==> config.mk <==
export PLATFORM = sky130hd
export DESIGN_NAME = bmvr_vote
export DESIGN_NICKNAME = d
export VERILOG_FILES = /design/src/sv/bmvr_pkg.sv /design/src/sv/bmvr_vote.sv
export SDC_FILE = /design/constraint.sdc
export NUM_CORES = 1
export LEC_CHECK = 0
export BUFFER_PORTS_ARGS = -buffer_cell sky130_fd_sc_hd__buf_2
export CELL_PAD_IN_SITES_DETAIL_PLACEMENT = 1
export CELL_PAD_IN_SITES_GLOBAL_PLACEMENT = 2
export CORE_ASPECT_RATIO = 0.8
export CORE_MARGIN = 2
export CORE_UTILIZATION = 24
export DETAILED_ROUTE_END_ITERATION = 10
export PLACE_DENSITY = 0.71
export SLEW_MARGIN = 20
export SYNTH_ARGS = -nofsm -noshare
export SYNTH_HDL_FRONTEND = slang
export SYNTH_SLANG_ARGS = --single-unit
==> constraint.sdc <==
create_clock -name vclk -period 7.95
set_clock_uncertainty 0.2 [all_clocks]
set_input_delay 0.795 -clock vclk [all_inputs]
set_output_delay 0.795 -clock vclk [all_outputs]
set_load 0.1 [all_outputs]
==> src/sv/bmvr_pkg.sv <==
package bmvr_pkg;

  // fixed field widths of the word channels
  localparam int unsigned CMD_W      = 2;
  localparam int unsigned BYTES_W    = 64;
  localparam int unsigned IDX_W      = 7;
  localparam int unsigned COPIES_W   = 4;
  localparam int unsigned ADDR_OUT_W = 32;
  localparam int unsigned STAT_W     = 40;
  localparam int unsigned BIT_CNT_W  = 4;

  // address lines that get low and high counters
  localparam int unsigned ADDR_LINES = 32;

  // copies that vote after reset
  localparam logic [COPIES_W-1:0] COPIES_RESET = 4'd3;

  // commands
  typedef enum logic [CMD_W-1:0] {
    CMD_VOTE  = 2'd0,
    CMD_READ  = 2'd1,
    CMD_CLEAR = 2'd2
  } cmd_e;

  // statistic index map
  localparam logic [IDX_W-1:0] STAT_MISMATCH   = 7'd0;
  localparam logic [IDX_W-1:0] STAT_TIES       = 7'd1;
  localparam logic [IDX_W-1:0] STAT_BYTES      = 7'd2;
  localparam logic [IDX_W-1:0] STAT_LINE_FIRST = 7'd3;
  localparam logic [IDX_W-1:0] STAT_LINE_LAST  = 7'd10;
  localparam logic [IDX_W-1:0] STAT_HIST_FIRST = 7'd16;
  localparam logic [IDX_W-1:0] STAT_HIST_LAST  = 7'd23;
  localparam logic [IDX_W-1:0] STAT_LOW_FIRST  = 7'd32;
  localparam logic [IDX_W-1:0] STAT_LOW_LAST   = 7'd63;
  localparam logic [IDX_W-1:0] STAT_HIGH_FIRST = 7'd64;
  localparam logic [IDX_W-1:0] STAT_HIGH_LAST  = 7'd95;

  // outcome of one bitwise vote
  typedef struct packed {
    logic [7:0]                repaired;
    logic [7:0]                mism;
    logic [7:0]                ties;
    logic [7:0][BIT_CNT_W-1:0] zeros;
  } vote_t;

endpackage

==> src/sv/bmvr_vote.sv <==
module bmvr_vote #(
  parameter int unsigned NUM_COPIES = 8
) (
  input  logic [bmvr_pkg::BYTES_W-1:0]   copy_bytes_i,
  input  logic [bmvr_pkg::COPIES_W-1:0]  copies_i,
  output bmvr_pkg::vote_t                vote_o
);

  // clamp the copy count to 1..NUM_COPIES
  logic [bmvr_pkg::COPIES_W-1:0] n_copies;

  always_comb begin
    if (copies_i == '0) begin
      n_copies = bmvr_pkg::COPIES_W'(1);
    end else if (copies_i > bmvr_pkg::COPIES_W'(NUM_COPIES)) begin
      n_copies = bmvr_pkg::COPIES_W'(NUM_COPIES);
    end else begin
      n_copies = copies_i;
    end
  end

  // per bit: count one votes of the active copies, then decide
  always_comb begin
    logic [bmvr_pkg::BIT_CNT_W-1:0] ones;
    logic [bmvr_pkg::BIT_CNT_W-1:0] zeros;
    vote_o = '0;
    for (int b = 0; b < 8; b++) begin
      ones = '0;
      for (int k = 0; k < NUM_COPIES; k++) begin
        if (bmvr_pkg::COPIES_W'(k) < n_copies && copy_bytes_i[8*k + b]) begin
          ones = ones + bmvr_pkg::BIT_CNT_W'(1);
        end
      end
      zeros = n_copies - ones;
      vote_o.zeros[b] = zeros;
      vote_o.mism[b]  = (ones != '0) && (zeros != '0);
      vote_o.ties[b]  = (ones == zeros);
      if (ones > zeros) begin
        vote_o.repaired[b] = 1'b1;
      end else if (zeros > ones) begin
        vote_o.repaired[b] = 1'b0;
      end else begin
        vote_o.repaired[b] = copy_bytes_i[b];
      end
    end
  end

endmodule

# Word-level counts from Yosys, hierarchy flattened
# Cells that the tools add are included.
# word_totals
reg_bits,0
inputBits,68
elab_cells,268
# op_classes
n_addsub,64
order_cmp,25
n_eq_ne,8
n_mux,82
n_reduce_logical,89
# op_table
op,n
$mux 4,58
$add 4x1->4 const B,56
$logic_and 1x1->1,72
$gt 4x4->1,16
$reduce_bool 4->1,16
$eq 4x4->1,8
$sub 4x4->4,8
$mux 1,24
$lt 3x4->1 const A,4
$lt 1x4->1 const A,2
$lt 2x4->1 const A,2
$gt 4x4->1 const B,1
$logic_not 4->1,1

# Depth between registers and ports, before layout
# logic_depth
word_depth,24
mapped_depth,40
ltp_nobuf,35

# Least setup slack after synthesis
# Ideal clock, no wire load.
# synth_path
path_kind,in2out
from,in copies_i[3] in the netlist's numbering
to,out vote_o[55] in the netlist's numbering
arrival_ns,10.928
setup_slack_ns,-3.973
stages,38
n_path_buf,5
cell_sequence,buf_2 > buf_2 > buf_2 > buf_2 > buf_2 > inv_1 > nand2_1 > nand2_1 > inv_1 > ha_1 > xor2_1 > ha_1 > inv_1 > mux2i_1 > mux2i_1 > xnor2_1 > mux2i_1 > ha_1 > [... 2 more ...] > a221oi_1 > xnor2_1 > nand2_1 > nand2_1 > ha_1 > nand3_1 > xor2_1 > xnor2_1 > ha_1 > nor3_1 > a21oi_1 > o21ai_0 > a31oi_1 > xor2_1 > ha_1 > nand2_1 > nor3_1 > a22o_1
# synth_lines
element,line_no,rtl
start: declaration,bmvr_vote.sv:5,"input logic [bmvr_pkg::COPIES_W-1:0] copies_i,"
end: declaration,bmvr_vote.sv:6,output bmvr_pkg::vote_t vote_o

==> impl_results.md <==
- Nets: about 1,500
- Post-Synthesis Cells: 1,135
- Seq cells: 0
- Share of cells above drive strength 1: approximately 30%
- Min Clock Period, post-route: 7730 ps
- Fill count: 3,940
- Initial core utilization: 24.5%
- RSZ-0062 raised after global routing: yes
- CP endpoint: vote_o[54]
- Max Cap Viol: 0
- Placed cell area: 10,500 um^2
- DRC violations left: 0
- Die area: 34,900 um^2
- Vias: 8,912
- Initial antenna violation count: 5
- Max_slew headroom: 39.3%
- DR pass1 iterations: 4
- DRT antenna net count: 0
- Post-synthesis sequential area ratio: 0%
- GRT overflow: 0
- Global-route wire length before repair: a little under 50,000 um
- Port bufs: 124
- Finished Cell Area: roughly 11,000 um^2
- 1st-iter DRT viols: 289
- Core area: 32,700 um^2
- Worst path arrival time: a little under 7000 ps
- Crit-path slowest cell: xor3_4
- Post-layout util: ~34%
- Area of the mapped netlist: 8030 um^2
- Critical Path Fanout Max: 7
- Worst slew pin tran: between 900 and 1000 ps
- Yosys cell types: 80
- FF/Latch Area: 0 um^2
- Total GRT Usage: 17.0%
- Synth Area per Inst: approximately 7.1 um^2
- Layout clock buffer count: 0
- Io pins: 124
- RD Place Congestion: 0.853
- Hold buffer count at CTS: 0
- Req. time, crit path: 6950 ps
- CP Capture Type: output port
- Classification of the worst-slack hold path: in -> out
- Number of setup violations in the final report: 0
- Die height: 168 um
- Post-DP HPWL: 25,500 um
- Ys Warns: 0
- Row count: 59
- FMAX: 129 MHz
- DR vias/cell: between 5 and 6
- DRT Wirelength: 31,300 um
- Type of the worst setup path: in -> out
- Synth-to-Final Area Change: 40.3%
- Hold Crit Start: copy_bytes_i[2]
- Tcrit/Tclk final: between 90% and 100%
- Vias in the first global route: 8,947
- Fin. max-slew vios: 0
- Post-Syn Nets: 1,322
- DR WL/cell: 18.1 um
- Die X: around 210 um
- Crit path largest cell delay: 510 ps
- CP Launch Type: input pin
- Pin count of the biggest net entering global routing: 67
- Hold Vio Cnt, Final: 0
- Critical path launch point: copies_i[2]
- Status: finished, final reports clean
[per-layer routing]
layer	up-vias	part of all wire, %	GRT usage, %
li1	4433	-	-
met1	4330	50	24.5
met2	122	46	28.9
met3	19	3.2	1.11
met4	8	0.71	1.06
met5	-	0.18	0
[per-stage QoR]
step                setup TNS, ps  hold WS [ps]  cells  setup WS, ps
finish                          0          1860   1729           220
global route                 -214          1860   1728         -78.4
CTS                             0          1860   1693          7.97
detailed placement          -50.3          1860   1691         -27.3
global placement                0          1860   1691          38.9
floorplan                   -4880          1650   1135          -676
[how the worst min path moves through the flow]
stage          cells past startpoint          to  slack, ps
3_3_place_gp                       4  vote_o[50]       1860
4_1_cts                            4  vote_o[50]       1860
5_1_grt                            4  vote_o[50]       1860
2_1_floorplan                      2  vote_o[50]       1650
3_5_place_dp                       4  vote_o[50]       1860
6_report                           4  vote_o[50]       1860
[critical path, delay by kind of cell]
family,cells,cell delay [ps]
compound gates,6,1140
buf+inv,5,580
simple gates,8,780
mux,3,360
fa+ha+maj,6,1610
xor+xnor,6,1460
[layout make-up]
cell class	count	area (um^2)	share of cell area, %
Multi-Input combinational cell	1002	8650	76.8
Timing Repair Buffer	221	1770	15.7
Tap cell	427	534	4.74
Inverter	78	305	2.71
Antenna cell	1	2.50	0.0222
[Yosys cell counts, types with 8 or more instances]
library cell,n,area share [%]
o211ai_1,14,1.3
nor3_1,32,2.0
inv_1,77,3.6
and2_1,20,1.6
o31ai_1,12,1.1
mux2i_1,20,2.5
clkbuf_1,34,1.6
a31oi_1,14,1.1
nand4_1,11,0.86
xnor3_1,9,2.5
xor2_1,56,6.1
o21ai_0,46,2.9
nand2_1,131,6.1
a21o_1,9,0.84
ha_1,119,19
mux2_2,10,1.4
nor3b_1,8,0.75
a211oi_1,14,1.3
xnor2_1,112,12
a21oi_1,46,2.9
and3_1,16,1.2
or3_1,10,0.78
buf_2,14,0.87
o21a_1,16,1.5
a21boi_0,8,0.75
nor2_1,69,3.2
nand3_1,43,2.7
[cell families (layout without fill, tap and decap cells)]
| family | Yosys count | after routing | synth area share [%] |
|---|---|---|---|
| AOI/OAI and AO/OA | 282 | 282 | 25.0 |
| xor gates and xnor gates | 184 | 184 | 22.8 |
| adders and majority gates | 119 | 119 | 18.5 |
| buffers and inverters | 133 | 299 | 6.48 |
| muxes | 30 | 30 | 3.90 |
| other | 0 | 1 | 0 |
| and+or+nand+nor | 387 | 387 | 23.3 |
[cells in the final DEF, fill, tap and decap left out, drive strengths merged, types with 6 or more instances in the layout]
cell type    n
a21oi       46
nand3b       6
and2        23
nor3        32
o211ai      14
a41oi        6
xor2        56
a311oi       6
nor4         7
o311a        7
inv         78
mux2        10
nor3b        8
mux2i       20
a22o         7
a21boi       8
buf        221
o21ai       52
ha         119
nor2        69
a21o         9
xnor2      115
a211oi      15
nor2b        7
and3        16
a31oi       14
o21a        16
o22ai        7
a211o        7
nand2      131
nand3       43
o31ai       12
nand2b       7
or3         10
xnor3       10
nand4       11
[what timing repair did]
item / CTS / global route
pin swaps: 0 / 61
resized for setup: 2 / 92
endpoints found under the setup margin: 3 / 18
setup buffers: 2 / 35
Power is left out: the tool's default activity adds up to more than one toggle a clock period on the data nets, which glitch-free logic cannot reach.
